--- src/rtl/core/png_unf_pkg.sv ---
// Shared types and constants for the PNG scanline unfilter core.
package png_unf_pkg;

    localparam int DEF_MAX_ROW_BYTES   = 4096;
    localparam int DEF_MAX_PIXEL_BYTES = 8;

    localparam int ROW_BYTES_W   = 13;
    localparam int PIXEL_BYTES_W = 4;
    localparam int CFG_DATA_W    = 13;
    localparam int CFG_INDEX_W   = 1;

    localparam logic [CFG_INDEX_W-1:0] REG_ROW_BYTES   = 1'b0;
    localparam logic [CFG_INDEX_W-1:0] REG_PIXEL_BYTES = 1'b1;

    typedef enum logic [2:0] {
        FLT_NONE  = 3'd0,
        FLT_SUB   = 3'd1,
        FLT_UP    = 3'd2,
        FLT_AVG   = 3'd3,
        FLT_PAETH = 3'd4
    } filter_t;

    // One data word handed from the front part to the back part.
    typedef struct packed {
        logic [7:0] data;
        filter_t    filter;
        logic       first_row;
        logic       row_first;
        logic       last;
    } item_t;

endpackage

--- src/rtl/core/png_unf_front.sv ---
// Front part: tracks row position, takes filter codes and issues data words.
module png_unf_front
    import png_unf_pkg::*;
#(
    parameter int MAX_ROW_BYTES = DEF_MAX_ROW_BYTES
)
(
    input  logic                             clk,
    input  logic                             rst_n,
    input  logic                             accept,
    input  logic [7:0]                       data_byte,
    input  logic                             image_start,
    input  logic [ROW_BYTES_W-1:0]           row_bytes,
    output logic                             q_push,
    output item_t                            q_item,
    output logic [$clog2(MAX_ROW_BYTES)-1:0] q_col
);

    localparam int CW = $clog2(MAX_ROW_BYTES + 1);
    localparam int AW = $clog2(MAX_ROW_BYTES);

    logic          awaiting_reg;
    logic          awaiting_next;
    logic          first_row_reg;
    logic          first_row_next;
    logic [CW-1:0] col_reg;
    logic [CW-1:0] col_next;
    filter_t       filter_reg;
    filter_t       filter_next;

    logic          awaiting;
    logic          first_row;
    logic [CW-1:0] col;
    logic [CW-1:0] row_len;
    logic          last;
    filter_t       code;

    // Clamp the row length to the supported range.
    always_comb
    begin
        if (row_bytes == '0)
        begin
            row_len = CW'(1);
        end
        else if (32'(row_bytes) > 32'(MAX_ROW_BYTES))
        begin
            row_len = CW'(MAX_ROW_BYTES);
        end
        else
        begin
            row_len = CW'(row_bytes);
        end
    end

    always_comb
    begin
        unique case (data_byte)
            8'd1:    code = FLT_SUB;
            8'd2:    code = FLT_UP;
            8'd3:    code = FLT_AVG;
            8'd4:    code = FLT_PAETH;
            default: code = FLT_NONE;
        endcase
    end

    // An image start drops any row in progress.
    assign awaiting  = awaiting_reg || image_start;
    assign first_row = first_row_reg || image_start;
    assign col       = image_start ? '0 : col_reg;
    assign last      = ({1'b0, col} + {{CW{1'b0}}, 1'b1}) >= {1'b0, row_len};

    assign q_push           = accept && !awaiting;
    assign q_item.data      = data_byte;
    assign q_item.filter    = filter_reg;
    assign q_item.first_row = first_row;
    assign q_item.row_first = (col == '0);
    assign q_item.last      = last;
    assign q_col            = col[AW-1:0];

    always_comb
    begin
        awaiting_next  = awaiting_reg;
        first_row_next = first_row_reg;
        col_next       = col_reg;
        filter_next    = filter_reg;
        if (accept)
        begin
            if (awaiting)
            begin
                filter_next    = code;
                awaiting_next  = 1'b0;
                first_row_next = first_row;
                col_next       = '0;
            end
            else if (last)
            begin
                awaiting_next  = 1'b1;
                first_row_next = 1'b0;
                col_next       = '0;
            end
            else
            begin
                first_row_next = first_row;
                col_next       = col + CW'(1);
            end
        end
    end

    always_ff @(posedge clk or negedge rst_n)
    begin
        if (!rst_n)
        begin
            awaiting_reg  <= 1'b1;
            first_row_reg <= 1'b1;
            col_reg       <= '0;
            filter_reg    <= FLT_NONE;
        end
        else
        begin
            awaiting_reg  <= awaiting_next;
            first_row_reg <= first_row_next;
            col_reg       <= col_next;
            filter_reg    <= filter_next;
        end
    end

endmodule

--- config.mk ---
export PLATFORM = sky130hd
export DESIGN_NAME = png_unf_front
export DESIGN_NICKNAME = d
export VERILOG_FILES = /design/src/rtl/core/png_unf_pkg.sv /design/src/rtl/core/png_unf_front.sv
export SDC_FILE = /design/constraint.sdc
export NUM_CORES = 1
export LEC_CHECK = 0
export BUFFER_PORTS_ARGS = -buffer_cell sky130_fd_sc_hd__clkbuf_2
export CAP_MARGIN = 15
export CELL_PAD_IN_SITES_DETAIL_PLACEMENT = 0
export CELL_PAD_IN_SITES_GLOBAL_PLACEMENT = 1
export CORE_AREA = 5 5 69 71
export CTS_CLUSTER_SIZE = 14
export DETAILED_ROUTE_END_ITERATION = 12
export DIE_AREA = 0 0 74 76
export GPL_TIMING_DRIVEN = 0
export MAX_ROUTING_LAYER = met4
export PLACE_DENSITY_LB_ADDON = 0.1
export SKIP_LAST_GASP = 1
export SYNTH_ARGS = -nofsm -noshare
export SYNTH_HDL_FRONTEND = slang
export SYNTH_SLANG_ARGS = --single-unit
export TNS_END_PERCENT = 1
--- constraint.sdc ---
create_clock -name clk -period 16.3 [get_ports clk]
set_input_delay 4.89 -clock clk [delete_from_list [all_inputs] [get_ports clk]]
set_output_delay 4.89 -clock clk [all_outputs]
set_load 0.05 [all_outputs]
* Word level (Yosys, flattened, before mapping)
Cells that the tools add are included.
Word-level totals: logic and storage cells 31, bits in registers 18, output and inout bits 27, bits of input ports 25
Operators by class: equal/unequal tests 4, reduce and logical (&&, ||, !) cells 9, add/sub/neg operators 2, muxes and demuxes 10, $lt $le $gt $ge 2
Operators with widths (count):
- $mux W13 | 5
- $logic_not A13 Y1 | 2
- $eq A8 B2 Y1 const B | 2
- $add A13 B1 Y14 const B | 1
- $ge A14 B13 Y1 | 1
- $add A13 B1 Y13 const B | 1
- $gt A13 B13 Y1 const B | 1
- $pmux W3 S4 | 1
- $eq A8 B1 Y1 const B | 1
- $eq A8 B3 Y1 const B | 1
- $mux W1 | 4
- $reduce_and A2 Y1 | 2
- $logic_or A1 B1 Y1 | 2
- $reduce_bool A2 Y1 | 1
- $logic_and A1 B1 Y1 | 1
- $logic_not A1 Y1 | 1

* Longest topological paths before layout
word-level depth 6, gate-level depth with buffers 15, depth with buffers taken out 13

* Worst setup path before layout
No wires, ideal clock.
kind input to output, start point input port image_start, end point output port q_item[0] (netlist bit), setup slack 3262 ps, required time 11410 ps, data arrival time 8148 ps, cell stages on the path 13, path buffers 3, path through buf_2 -> buf_1 -> nor2_1 -> ha_1 -> nand3_1 -> nor3_1 -> xnor2_1 -> ha_1 -> a21oi_1 -> a21boi_0 -> o31ai_2 -> o211ai_1 -> buf_4
On the way: word-level cells in the longest chain between the ends 3
RTL lines:
- start, declared | line png_unf_front.sv:12 | input logic image_start,
- $mux W13 | line png_unf_front.sv:69 | assign col = image_start ? '0 : col_reg;
- net q_col[1] | line png_unf_front.sv:16 | output logic [$clog2(MAX_ROW_BYTES)-1:0] q_col
- $add A13 B1 Y14 | line png_unf_front.sv:70 | assign last = ({1'b0, col} + {{CW{1'b0}}, 1'b1}) >= {1'b0, row_len};
- $ge A14 B13 Y1 | line png_unf_front.sv:70
- end, declared | line png_unf_front.sv:15 | output item_t q_item,
The timed path passes the listed nets, and every way through them passes these cells.

* Worst setup path after layout
start point input port image_start, end point output port q_item[0] (netlist bit)
On the way: word-level cells in the longest chain between the ends 3
RTL lines (line):
- $mux W13 | png_unf_front.sv:69
- $add A13 B1 Y14 | png_unf_front.sv:70
- $ge A14 B13 Y1 | png_unf_front.sv:70
Every way passes these cells.

==> reports/qor.yml <==
drt_wl_total_mm: 4.17
finalHoldViolCount: 0
setup_viol: 0
antenna_found_initial: 0
hpwl_mm: 3.45
hold_start: "filter_reg[2]"
syn_nets: 228
final_cell_mix: "clkbuf_2 (51), inv_1 (20), nor2_1 (17)"
worst_clock_skew_ns: 0.00132
drc: 0
cts_tree: "built"
drive_above_1_share: 0.329
clock-root-buffer: "clkbuf_8"
reg2reg_depth: 12
start_kind: "input pin"
clk_latency_ns: 0.25
crit_fanout: 10
synth-seq-cells: 18
fmax_mhz: 74.9
port_buffers: 51
core_area_um2: 4170
cts_buffers: 3
antenna_left: 0
grtUsageTotal: 0.159
vdd_drop_max_mv: 0.0431
synth_area_um2: 1590
viasPerCell: 5.14
synth_edf_count: 0
regToRegStartpoint: "col_reg[1]"
cp-startpoint: "image_start"
relSlewSlack: 0.611
fillers: 431
htreeDepth: 1
critPathRequiredTime_ns: 11.41
hold_class: "register to register"
grt_pass1_wl_mm: 6.97
cp-end-kind: "primary output"
grt_max_degree: 19
period_needed_ns: 13.34
antennaDiodeCount: 0
p_leak_nw: 1.03
dieArea_um2: 5620
dr.first_iter.drc_count: 59
path_clk_slew_ns: 0.07
synth_ff_type: "dfrtp_1"
die_h_um: 76
p_per_area_nw_per_um2: 56.2
rrSetupSlack_ns: 12.94
area_growth_syn_to_layout_pct: 23.7
finalCritPeriodShare: 0.819
wl_per_cell_um: 14.1
gp_congestion: 0.835
r2r-end: "col_reg[9]"
cts_buffer_depth: 2
place_ws_ns: 2.99
rsz0062_at_grt: "no"
max-cap-violations: 0
rows: 24
ys_seq_area_frac: 0.286
stdcell_count: 295
worst_pin_slew_ns: 0.581
start_util: 0.380
setup_ws_ns: 2.96
grt_pass1_vias: 1437
firstDrtPassIters: 4
post_cts_resized: 0
finalSetupTns_ns: 0
gr-total-overflow: 0
dp_cells: 291
status: "finished, final reports clean"
postCtsSetupBuffers: 0
critPathCapture: "q_item[0]"
die_w_um: 74
critPathArrivalTime_ns: 8.45
syn_area_per_cell_um2: 8.43
num-nets-final: 284
cts_hold_buf: 0
final_core_util: 0.470
io_pins: 52
synth_warnings: 0
synth_cell_types: 42
clock-sinks: 18
largest_reg_flops: 13
path_class: "input pin to primary output"
layout_commonest_cell: "clkbuf_2"
vias: 1515
netlist_instances: 188
synthArstFlopShare: 1.00
slew_violations: 0
## layer usage
metal | track usage | up-vias | share of wire
li1 | - | 773 | -
met1 | 0.216 | 691 | 0.46
met2 | 0.245 | 45 | 0.48
met3 | 0.0356 | 6 | 0.055
met4 | 0.0254 | 0 | 0.0074
met5 | - | - | 0
## cells in the mapped netlist, types with 2 or more instances
| cell | n | area (µm²) |
|---|---|---|
| nor3_1 | 7 | 35.0 |
| dfstp_2 | 2 | 52.6 |
| a22o_1 | 3 | 26.3 |
| nor2_1 | 17 | 63.8 |
| a31oi_1 | 2 | 12.5 |
| or2_2 | 2 | 12.5 |
| nor4_1 | 4 | 25.0 |
| nand2_1 | 16 | 60.1 |
| xnor2_1 | 4 | 35.0 |
| nand3_1 | 13 | 65.1 |
| clkbuf_1 | 2 | 7.51 |
| nand4_1 | 2 | 12.5 |
| buf_4 | 11 | 82.6 |
| o41ai_1 | 2 | 17.5 |
| o2bb2ai_1 | 3 | 26.3 |
| xor2_1 | 6 | 52.6 |
| dfrtp_1 | 16 | 400 |
| nand2b_1 | 4 | 25.0 |
| a21oi_1 | 7 | 35.0 |
| inv_1 | 20 | 75.1 |
| o32ai_1 | 6 | 52.6 |
| nor2b_1 | 5 | 31.3 |
| ha_1 | 15 | 188 |
## critical path, stage by stage
cell and delay [ns]:
clkbuf_2 0.14, buf_2 0.22, buf_1 0.23, nor2_1 0.25, ha_1 0.30, nand3_1 0.19
nor3_1 0.26, xnor2_1 0.21, ha_1 0.31, a21oi_1 0.16, a21boi_0 0.12, o31ai_2 0.48
o211ai_1 0.27, buf_4 0.20, clkbuf_2 0.22
## per-stage QoR
step	area (µm²)	hold slack [ns]	total power [mW]
after floorplan	1590	0.494	0.0650
after global placement	1910	0.487	0.0744
after detailed placement	1910	0.493	0.0742
after CTS	1960	0.510	0.112
after global routing	1960	0.541	0.117
final	1960	0.502	0.110
## worst min-delay path by stage
stage	depth (start not counted)	slack, ns	to
2_1_floorplan	2	0.49	first_row_reg
3_3_place_gp	1	0.49	filter_reg[2]
3_5_place_dp	1	0.49	filter_reg[2]
4_1_cts	1	0.51	filter_reg[2]
5_1_grt	1	0.54	filter_reg[2]
6_report	1	0.50	filter_reg[2]
## kinds of logic after synthesis
kind of cell,share of synthesized area
AO/OA/AOI/OAI,0.171
XOR/XNOR,0.0552
adder cells (fa/ha/maj),0.118
buffers and inverters,0.110
flip-flops,0.286
multiplexers,0.00631
AND/OR/NAND/NOR,0.253
## where the power goes
part | switching (mW) | total [mW] | internal (mW) | leakage (nW)
clock network | 0.0156 | 0.0371 | 0.0215 | 0.0288
registers | 0.000686 | 0.0462 | 0.0455 | 0.243
logic | 0.0179 | 0.0269 | 0.00899 | 0.756
total | 0.0342 | 0.110 | 0.0759 | 1.03
## area by class of cell
cell class	count	area, µm²	share of cell area
buffer	15	98.8	0.0504
tap	52	65.1	0.0332
multi-input combinational	135	958	0.489
clock buffer	4	55.1	0.0281
timing repair buffer	51	255	0.130
inverter	20	75.1	0.0383
sequential	18	453	0.231
(Power assumes the default switching activity.)
