### config.mk
export PLATFORM = sky130hd
export DESIGN_NAME = png_unf_fifo
export DESIGN_NICKNAME = d
export VERILOG_FILES = /design/src/rtl/core/png_unf_fifo.sv
export SDC_FILE = /design/constraint.sdc
export NUM_CORES = 1
export LEC_CHECK = 0
export BUFFER_PORTS_ARGS = -buffer_cell sky130_fd_sc_hd__buf_2
export CORE_MARGIN = 4
export CORE_UTILIZATION = 48
export DETAILED_ROUTE_END_ITERATION = 8
export GPL_ROUTABILITY_DRIVEN = 0
export PLACE_DENSITY = 0.8
export RECOVER_POWER = 100
export SKIP_LAST_GASP = 1
export SLEW_MARGIN = 20
export SYNTH_ARGS = -nofsm -noshare
export SYNTH_HDL_FRONTEND = slang
export SYNTH_SLANG_ARGS = --single-unit
### constraint.sdc
create_clock -name clk -period 1.55 [get_ports clk]
set_clock_uncertainty 0.05 [all_clocks]
set_input_delay 0.2325 -clock clk [delete_from_list [all_inputs] [get_ports clk]]
set_output_delay 0.2325 -clock clk [all_outputs]
set_load 0.01 [all_outputs]
### src/rtl/core/png_unf_fifo.sv
// Two-entry queue used between the front and back parts and at the result side.
module png_unf_fifo
#(
    parameter int WIDTH = 8
)
(
    input  logic             clk,
    input  logic             rst_n,
    input  logic             push,
    input  logic [WIDTH-1:0] wdata,
    input  logic             pop,
    output logic [WIDTH-1:0] rdata,
    output logic             full,
    output logic             empty
);

    logic [WIDTH-1:0] slot_reg [2];
    logic             wr_ptr_reg;
    logic             wr_ptr_next;
    logic             rd_ptr_reg;
    logic             rd_ptr_next;
    logic [1:0]       count_reg;
    logic [1:0]       count_next;
    logic             do_push;
    logic             do_pop;

    assign full    = (count_reg == 2'd2);
    assign empty   = (count_reg == 2'd0);
    assign do_push = push && !full;
    assign do_pop  = pop && !empty;
    assign rdata   = slot_reg[rd_ptr_reg];

    always_comb
    begin
        wr_ptr_next = wr_ptr_reg ^ do_push;
        rd_ptr_next = rd_ptr_reg ^ do_pop;
        count_next  = count_reg;
        if (do_push && !do_pop)
        begin
            count_next = count_reg + 2'd1;
        end
        else if (do_pop && !do_push)
        begin
            count_next = count_reg - 2'd1;
        end
    end

    always_ff @(posedge clk or negedge rst_n)
    begin
        if (!rst_n)
        begin
            wr_ptr_reg <= 1'b0;
            rd_ptr_reg <= 1'b0;
            count_reg  <= 2'd0;
        end
        else
        begin
            wr_ptr_reg <= wr_ptr_next;
            rd_ptr_reg <= rd_ptr_next;
            count_reg  <= count_next;
        end
    end

    always_ff @(posedge clk)
    begin
        if (do_push)
        begin
            slot_reg[wr_ptr_reg] <= wdata;
        end
    end

endmodule

=== After elaboration in Yosys (flattened, before gate mapping) ===
Memories as Yosys holds them, arrays and structs flattened.
Index checks and enable logic that the tools add are counted.

* Bits in registers: 4
* RAM bits: 16
* Input port bits: 12
* Output and inout bits: 10
* Logic and storage cells: 23
* Memories kept: 1

* Add/subtract/negate cells: 2
* Eq/ne operators: 1
* Multiplexer cells: 4
* Bitwise gates (word level): 2
* Reduce and logical (&&, ||, !) cells: 10

{| class="wikitable"
|+ Memories
! memory !! depth !! width !! rd ports !! clocked after Yosys merged registers in !! write ports !! RTL line !! RTL
|-
| slot_reg || 2 || 8 || 1 || 0 || 1 || 17 || <nowiki>logic [WIDTH-1:0] slot_reg [2];</nowiki>
|}

{| class="wikitable"
|+ Operators with widths
! operator !! count
|-
| $logic_and A1 B1 Y1 || 4
|-
| $logic_not A1 Y1 || 4
|-
| $mux W2 || 2
|-
| $add A2 B1 Y2 const B || 1
|-
| $eq A2 B2 Y1 const B || 1
|-
| $logic_not A2 Y1 || 1
|-
| $mux W1 || 2
|-
| $reduce_bool A2 Y1 || 1
|-
| $sub A2 B1 Y2 const B || 1
|-
| $xor A1 B1 Y1 || 2
|}

=== Logic depth before layout (Yosys ltp) ===
Gate-level depths: netlist (run 1).

* Depth after elaboration: 7
* Depth in mapped cells: 6

=== Worst setup path before layout (run 1) ===
OpenSTA, ideal clock, no wires.

* Path type: flip-flop to flip-flop
* From: register count_reg[0]
* To: register count_reg[1]
* Setup time: 79 ps
* Data arrival time: 1351 ps
* Required time: 1421 ps
* Setup slack: 70 ps
* Stages on the path, launching flop included: 7
* Cell sequence: dfrtp_1 -> nor2b_1 -> nor2b_1 -> ha_1 -> xor2_1 -> nor2_1 -> xor2_1

* Longest elaborated chain between the ends: 6
* Elaborated cells on any way between the ends: 15
* Those cells by class: 2 x add/sub; 1 x eq/ne; 2 x mux; 10 x reduce/logical

{| class="wikitable"
|+ Ends and longest elaborated chain
! what !! RTL line !! RTL
|-
| start: declaration || 22 || <nowiki>logic [1:0] count_reg;</nowiki>
|-
| start signal: assignment || 60 || <nowiki>count_reg <= count_next;</nowiki>
|-
| $eq A2 B2 Y1 (*) || 27 || <nowiki>assign full = (count_reg == 2'd2);</nowiki>
|-
| named net full || 13 || <nowiki>output logic full,</nowiki>
|-
| $logic_not A1 Y1 (*) || 29 || <nowiki>assign do_push = push && !full;</nowiki>
|-
| $logic_and A1 B1 Y1 (*) || 29 ||
|-
| $logic_not A1 Y1 || 42 || <nowiki>else if (do_pop && !do_push)</nowiki>
|-
| $logic_and A1 B1 Y1 || 42 ||
|-
| $reduce_bool A2 Y1 (no line) || -- ||
|}

Mark *: on every way through the listed nets, which the timed path passes. The rest lies on a longest branch. The select of a mux whose other input is x is not followed.
A chain may end at the register's enable or synchronous reset.

=== Worst setup path in the final report (run 1) ===
* From: register rd_ptr_reg
* To: output rdata[3]

* Longest elaborated chain between the ends: 1

{| class="wikitable"
|+ Ends and longest elaborated chain
! what !! RTL line !! RTL
|-
| start: declaration || 20 || <nowiki>logic rd_ptr_reg;</nowiki>
|-
| start signal: assignment || 59 || <nowiki>rd_ptr_reg <= rd_ptr_next;</nowiki>
|-
| $mem_v2 Z2 W8 || -- ||
|-
| end: declaration || 12 || <nowiki>output logic [WIDTH-1:0] rdata,</nowiki>
|}

No other way between the ends.

==> results.json, run 1 <==
{
  "hpwl_um": 823,
  "post-place-ws_ns": 0.0522,
  "whs_ns": 0.0727,
  "worstMarginPinSlew_ns": 0.226,
  "vias_per_cell": 4.86,
  "hold_path_class": "primary input to flip-flop",
  "min_to": "slot_reg[1][6]",
  "hold_violations": 0,
  "grt_max_degree": 13,
  "setup_viol": 0,
  "row_count": 14,
  "nNetsFinal": 90,
  "io_pins": 22,
  "dr.pass1.iters": 2,
  "antenna_found_initial": 0,
  "finalCritPeriodShare": 0.996,
  "syn_inst": 43,
  "avgSynthCellArea_um2": 18.2,
  "critPathArrivalTime_ns": 1.26,
  "grt_pass1_vias": 464,
  "dieHeight_um": 48.3,
  "peakVddDrop_mv": 1.03,
  "clock-root-buffer": "clkbuf_4",
  "max_freq_mhz": 648,
  "r2r_start": "count_reg[1]",
  "max_slew_margin": 0.849,
  "grt_first_pass_wirelength_um": 2050,
  "power.density_mw_per_mm2": 1930,
  "largest_register_ffs": 16,
  "postRouteAntennaNets": 0,
  "ys_warn_count": 0,
  "synth_nets": 58,
  "min_from": "wdata[6]",
  "cts_sinks": 20,
  "track_usage": 0.111,
  "grt_util_met3": 0.0491,
  "fill_cells": 105,
  "setup_slack_ns": 0.00623,
  "wl_per_cell_um": 13.0,
  "cp-end-kind": "primary output",
  "rr_endpoint": "slot_reg[0][1]",
  "fin_tns_setup_ns": 0,
  "num_vias": 437,
  "status": "complete, no violations",
  "grt.overflow.total": 0,
  "r2r_slack_ns": 0.07,
  "grt_setup_unrepaired": "true",
  "max_cap_viol_count": 0,
  "leakage_nw": 0.435,
  "grt.busiest_layer": "met2",
  "ys_ff_latch": 20,
  "drv_slew": 0,
  "dieWidth_um": 48.3,
  "layout_min_cycle_time_ns": 1.54,
  "crit_required_ns": 1.27,
  "start_util": 0.512,
  "drive_gt1_frac": 0.486,
  "antennaDiodeCount": 0,
  "clkTransAtPathRegs_ns": 0.11,
  "reg2regPathDepth": 4,
  "cts_max_level": 1,
  "core_area_mm2": 0.00152,
  "drcViolationCount": 0,
  "io_buffer_count": 21,
  "clockBufferDepth": 2,
  "clock_latency_ns": 0.29,
  "dr.first_iter.drc_count": 4,
  "area_delta_synth_final_pct": 35.6,
  "setup.worst_path.class": "flip-flop to primary output",
  "cp_max_fo": 5,
  "yosys.cell_types.count": 11,
  "worst_setup_path_start_kind": "flip-flop",
  "cts_tree": "yes",
  "synth-seq-area-share": 0.744,
  "syn-cell-area_um2": 781,
  "cts_made_buffers": 3,
  "die-area_mm2": 0.00234,
  "final_common_cell": "edfxtp_1",
  "grtUsageMet2": 0.180,
  "final_cell_mix": "edfxtp_1 (16), buf_2 (10), buf_6 (10), mux2_2 (8), clkbuf_1 (5)",
  "grt.met1_usage": 0.135,
  "hold_depth": 1,
  "wirelength_um": 1170
}
synth_stat cells:
library cell	instances	area [µm²]
o21ai_1	1	5.00
dfrtp_1	4	100
edfxtp_1	16	480
mux2_2	8	90.1
xor2_1	2	17.5
nor2_1	2	7.51
nor2b_1	2	12.5
ha_1	3	37.5
buf_2	1	5.00
inv_1	2	7.51
xnor2_1	2	17.5
worst max path at each step:
| stage | from | endpoint | slack, ns |
|---|---|---|---|
| final | rd_ptr_reg | rdata[3] | 0.006 |
| after global routing | count_reg[0] | count_reg[1] | -0.04 |
| after CTS | rd_ptr_reg | rdata[1] | -0.006 |
| after detailed placement | count_reg[1] | count_reg[1] | 0.05 |
| after global placement | count_reg[1] | slot_reg[1][5] | 0.11 |
| after floorplan | count_reg[0] | count_reg[1] | 0.07 |
worst max-delay path: stages, from the launching register on:
cell and delay [ns]:
dfrtp_2 0.39, buf_6 0.12, mux2_2 0.34, buf_6 0.12
layer usage:
layer,vias up,wire length (µm)
li1,217,-
met1,206,529
met4,0,0
met3,0,79
met5,-,0
met2,14,564
logic make-up (layout without fill, tap and decap cells):
group                      Yosys count  count (layout)  synth area share
AOI/OAI and AO/OA                    1               1           0.00640
and+or+nand+nor                      4               4            0.0256
muxes                                8               8             0.115
adders and majority gates            3               3            0.0481
buffers and inverters                3              34            0.0160
xor gates and xnor gates             4               4            0.0449
DFF                                 20              20             0.744
per-stage QoR:
stage,power [mW],utilization,instances,cell area [µm²]
finish,2.04,0.695,90,1060
global route,2.18,0.695,90,1060
CTS,1.92,0.658,89,1000
detailed placement,1.44,0.601,81,916
global placement,1.42,0.601,81,916
floorplan,1.24,-,43,781
timing repair:
| item | in CTS | in global routing |
|---|---|---|
| hold buffers | 1 | 0 |
| resized for setup | 3 | 11 |
| setup buffers | 3 | 1 |
| hold endpoints to repair | 4 | 0 |
| setup endpoints to repair | 8 | 12 |
report_power, final:
| part | switching [mW] | leakage, nW | internal (mW) |
|---|---|---|---|
| registers | 0.0752 | 0.194 | 0.753 |
| logic | 0.345 | 0.213 | 0.467 |
| clock network | 0.143 | 0.0279 | 0.261 |
area by class of cell:
type,instances,area [µm²],area share
flip-flops and latches,20,582,0.550
clock inverters,1,30.0,0.0284
inverters,2,7.51,0.00709
well taps,16,20.0,0.0189
repair buffers,28,206,0.195
clock buffers,3,22.5,0.0213
multi-input cells,20,190,0.180
Power figures use the tool's default switching activity.
==> run 2, diff against run 1 <==
CORE_UTILIZATION = 30   (was 48)
PLACE_DENSITY = 0.57   (was 0.8)
==> results.json, run 2 (same netlist as run 1, synthesis figures left out) <==
{
  "final_cell_mix": "edfxtp_1 (16), buf_2 (10), clkbuf_1 (6), buf_6 (6), mux2_4 (5)",
  "setup.worst_path.class": "flip-flop to primary output",
  "dr.pass1.iters": 2,
  "clock-root-buffer": "clkbuf_4",
  "leakage_nw": 0.453,
  "max_freq_mhz": 639,
  "worstMarginPinSlew_ns": 0.263,
  "finalCritPeriodShare": 1.01,
  "antennaDiodeCount": 0,
  "final_common_cell": "edfxtp_1",
  "critPathArrivalTime_ns": 1.28,
  "drive_gt1_frac": 0.533,
  "wirelength_um": 1430,
  "row_count": 18,
  "hold_path_class": "primary input to flip-flop",
  "dieWidth_um": 59.0,
  "cts_max_level": 1,
  "status": "finished, violations left",
  "crit_required_ns": 1.27,
  "postPlaceCellArea_um2": 958,
  "postRouteAntennaNets": 0,
  "area_delta_synth_final_pct": 41.2,
  "drcViolationCount": 0,
  "max_slew_margin": 0.825,
  "cts_tree": "yes",
  "cp-end-kind": "primary output",
  "finalInstanceArea_mm2": 0.00110,
  "fill_cells": 242,
  "max_cap_viol_count": 0,
  "fin_util": 0.445,
  "setup_slack_ns": -0.0160,
  "nNetsFinal": 91,
  "wl_per_cell_um": 13.6,
  "grt.overflow.total": 0,
  "grt_pass1_vias": 470,
  "power.density_mw_per_mm2": 1860,
  "total_power_mw": 2.05,
  "drv_slew": 0,
  "grt_max_degree": 12,
  "dieHeight_um": 59.0,
  "layout_min_cycle_time_ns": 1.57,
  "dr.first_iter.drc_count": 1,
  "die-area_mm2": 0.00348,
  "cp_max_fo": 5,
  "core_area_mm2": 0.00248,
  "num_vias": 452,
  "vias_per_cell": 4.30,
  "hpwl_um": 1020,
  "largest_register_ffs": 16,
  "clockBufferDepth": 2,
  "cts_made_buffers": 3,
  "clkTransAtPathRegs_ns": 0.12,
  "io_buffer_count": 21,
  "worst_setup_path_start_kind": "flip-flop",
  "hold_violations": 0,
  "whs_ns": 0.0771,
  "setup_viol": 8,
  "antenna_found_initial": 0,
  "cts_sinks": 20,
  "track_usage": 0.0907,
  "io_pins": 22,
  "grt_first_pass_wirelength_um": 2250,
  "peakVddDrop_mv": 0.990,
  "start_util": 0.315,
  "violations": "negative setup slack",
  "grt_setup_unrepaired": "true",
  "clock_latency_ns": 0.29
}
==> run 2: final timing paths <==
check                        startpoint  slack, ns        endpoint  cells after the start
max                          rd_ptr_reg      -0.02        rdata[7]                      3
min                            wdata[2]       0.08  slot_reg[1][2]                      1
max reg2reg                count_reg[1]       0.04  slot_reg[0][7]                      5
min reg2reg                count_reg[0]       0.50    count_reg[0]                      1
max in group asynchronous         rst_n       0.98      rd_ptr_reg                      2
min in group asynchronous         rst_n       0.24    count_reg[1]                      2
==> run 2: through the flow <==
stage / setup WS [ns] / TNS (ns) / std cells
floorplan: 0.0703 / 0 / 43
global placement: 0.106 / 0 / 95
detailed placement: 0.00404 / 0 / 95
CTS: -0.0208 / -0.0789 / 103
global route: -0.0722 / -0.595 / 105
finish: -0.0160 / -0.101 / 105
==> run 2: power by group <==
group          switching (mW)  internal, mW  leakage (nW)
clock                   0.151         0.143        0.0210
sequential             0.0771         0.756         0.193
combinational           0.378         0.540         0.239
total                   0.606          1.44         0.453
==> run 2: critical path: stages, from the launching register on <==
cell and delay [ns]:
dfrtp_2 0.43, buf_6 0.14, mux2_4 0.30, buf_6 0.12
==> run 2: routing by layer <==
layer,vias up,GRT usage,routed length [µm]
met2,16,0.153,741
met3,0,0.0349,133
met4,0,0.0291,0
met1,218,0.106,550
li1,218,-,-
met5,-,0,0
==> run 2: what timing repair did <==
action / CTS / global route
gates resized for setup: 9 / 10
endpoints found under the hold margin: 4 / 0
gates cloned: 0 / 0
setup buffers: 3 / 2
endpoints found under the setup margin: 9 / 9
pin swaps: 0 / 1
hold buffers: 1 / 0
==> run 2: cell type report <==
cell class	count	area, µm²	share of cell area
sequential	20	583	0.529
multi-input combinational	20	218	0.198
timing repair buffer	29	220	0.200
inverter	2	7.51	0.00681
clock buffer	4	36.3	0.0329
tap	30	37.5	0.0341
==> run 3, diff against run 2 <==
CORE_ASPECT_RATIO = 0.7   (was not set)
==> results.json, run 3 (same netlist as run 1, synthesis figures left out) <==
{
  "antennaDiodeCount": 0,
  "wirelength_um": 1390,
  "r2r_slack_ns": 0.12,
  "crit_required_ns": 1.27,
  "max_cap_viol_count": 0,
  "layout_min_cycle_time_ns": 1.51,
  "clock_latency_ns": 0.25,
  "crit_start": "rd_ptr_reg",
  "setup.worst_path.class": "flip-flop to primary output",
  "grt_first_pass_wirelength_um": 2060,
  "drv_slew": 0,
  "clock-root-buffer": "clkbuf_8",
  "pwr-share-seq": 0.399,
  "max_freq_mhz": 662,
  "clkPwrFrac": 0.248,
  "track_usage": 0.0853,
  "sw_frac_of_total": 0.279,
  "worst_setup_path_start_kind": "flip-flop",
  "setup_viol": 0,
  "cts_made_buffers": 3,
  "power.internal_mw": 1.49,
  "cp_max_fo": 3,
  "whs_ns": 0.113,
  "core_area_mm2": 0.00248,
  "hpwl_um": 989,
  "row_count": 15,
  "wl_per_cell_um": 12.6,
  "start_util": 0.315,
  "power.density_mw_per_mm2": 1940,
  "grt_pass1_vias": 444,
  "largest_register_ffs": 16,
  "grt_max_degree": 13,
  "drcViolationCount": 0,
  "worstMarginPinSlew_ns": 0.267,
  "drive_gt1_frac": 0.500,
  "max_slew_margin": 0.822,
  "p_sw_mw": 0.575,
  "clkTransAtPathRegs_ns": 0.07,
  "reg2regPathDepth": 4,
  "r2r_start": "count_reg[1]",
  "grt_setup_unrepaired": "true",
  "grt.overflow.total": 0,
  "die-area_mm2": 0.00350,
  "vias_per_cell": 4.08,
  "clockBufferDepth": 2,
  "rr_endpoint": "slot_reg[0][0]",
  "dp.cells": 101,
  "area_delta_synth_final_pct": 36.1,
  "total_power_mw": 2.06,
  "cts_tree": "yes",
  "peakVddDrop_mv": 0.746,
  "stdcell_count": 110,
  "finalCritPeriodShare": 0.975,
  "final_cell_mix": "buf_2 (16), edfxtp_1 (16), mux2_2 (8), buf_4 (8), clkbuf_1 (5)",
  "pwr-share-comb": 0.353,
  "hold_depth": 1,
  "io_pins": 22,
  "dieHeight_um": 50.7,
  "leakage_nw": 0.436,
  "num_vias": 449,
  "hold_path_class": "primary input to flip-flop",
  "dieWidth_um": 69.0,
  "nNetsFinal": 92,
  "io_buffer_count": 21,
  "min_to": "slot_reg[0][7]",
  "dr.first_iter.drc_count": 15,
  "min_from": "wdata[7]",
  "finalInstanceArea_mm2": 0.00106,
  "critPathArrivalTime_ns": 1.23,
  "cts_max_level": 1,
  "postRouteAntennaNets": 0,
  "cts_sinks": 20,
  "hold_violations": 0,
  "antenna_found_initial": 0,
  "postPlaceCellArea_um2": 953,
  "dr.pass1.iters": 2,
  "status": "complete, no violations",
  "cp-end-kind": "primary output"
}
## run 3: routing by layer
metal	vias up	wire, µm	global-route usage
li1	220	-	-
met1	217	639	0.114
met2	12	667	0.123
met3	0	85	0.0425
met4	0	0	0.0194
met5	-	0	0
## run 3: power by group through the flow
stage / Clock, mW / Combinational, mW / Sequential [mW]
finish: 0.511 / 0.729 / 0.824
global placement: 0 / 0.604 / 0.866
global route: 0.554 / 0.809 / 0.841
floorplan: 0 / 0.428 / 0.811
detailed placement: 0 / 0.612 / 0.874
CTS: 0.526 / 0.643 / 0.862
## run 3: worst max path at each step
stage	to	slack (ns)	cells after the start
floorplan	count_reg[1]	0.07	6
finish	rdata[1]	0.04	3
global placement	slot_reg[1][7]	0.09	4
global route	rdata[2]	-0.01	3
detailed placement	slot_reg[0][0]	0.07	4
CTS	rdata[1]	-0.003	2
## run 3: stage by stage
| stage | utilization | TNS, ns | worst slack [ns] |
|---|---|---|---|
| after global routing | 0.429 | -0.0554 | -0.0114 |
| after detailed placement | 0.385 | 0 | 0.0746 |
| after CTS | 0.421 | -0.00261 | -0.00253 |
| after global placement | 0.385 | 0 | 0.0865 |
| after floorplan | - | 0 | 0.0703 |
| final | 0.429 | 0 | 0.0390 |
## run 3: final cells by class
type                    instances  area [µm²]
flip-flops and latches         20         582
repair buffers                 30         169
multi-input cells              20         190
clock buffers                   3        41.3
clock inverters                 1        30.0
well taps                      34        42.5
fillers                       251        1420
inverters                       2        7.51
## run 3: worst max-delay path, cell delays in order (launching register included)
cell and delay [ns]:
dfrtp_2 0.37, buf_4 0.13, mux2_2 0.33, buf_2 0.14
## run 3: timing repair
action	in CTS	in global routing
setup endpoints to repair	8	25
hold buffers	1	0
resized for setup	1	3
endpoints found under the hold margin	4	0
setup buffers	1	3
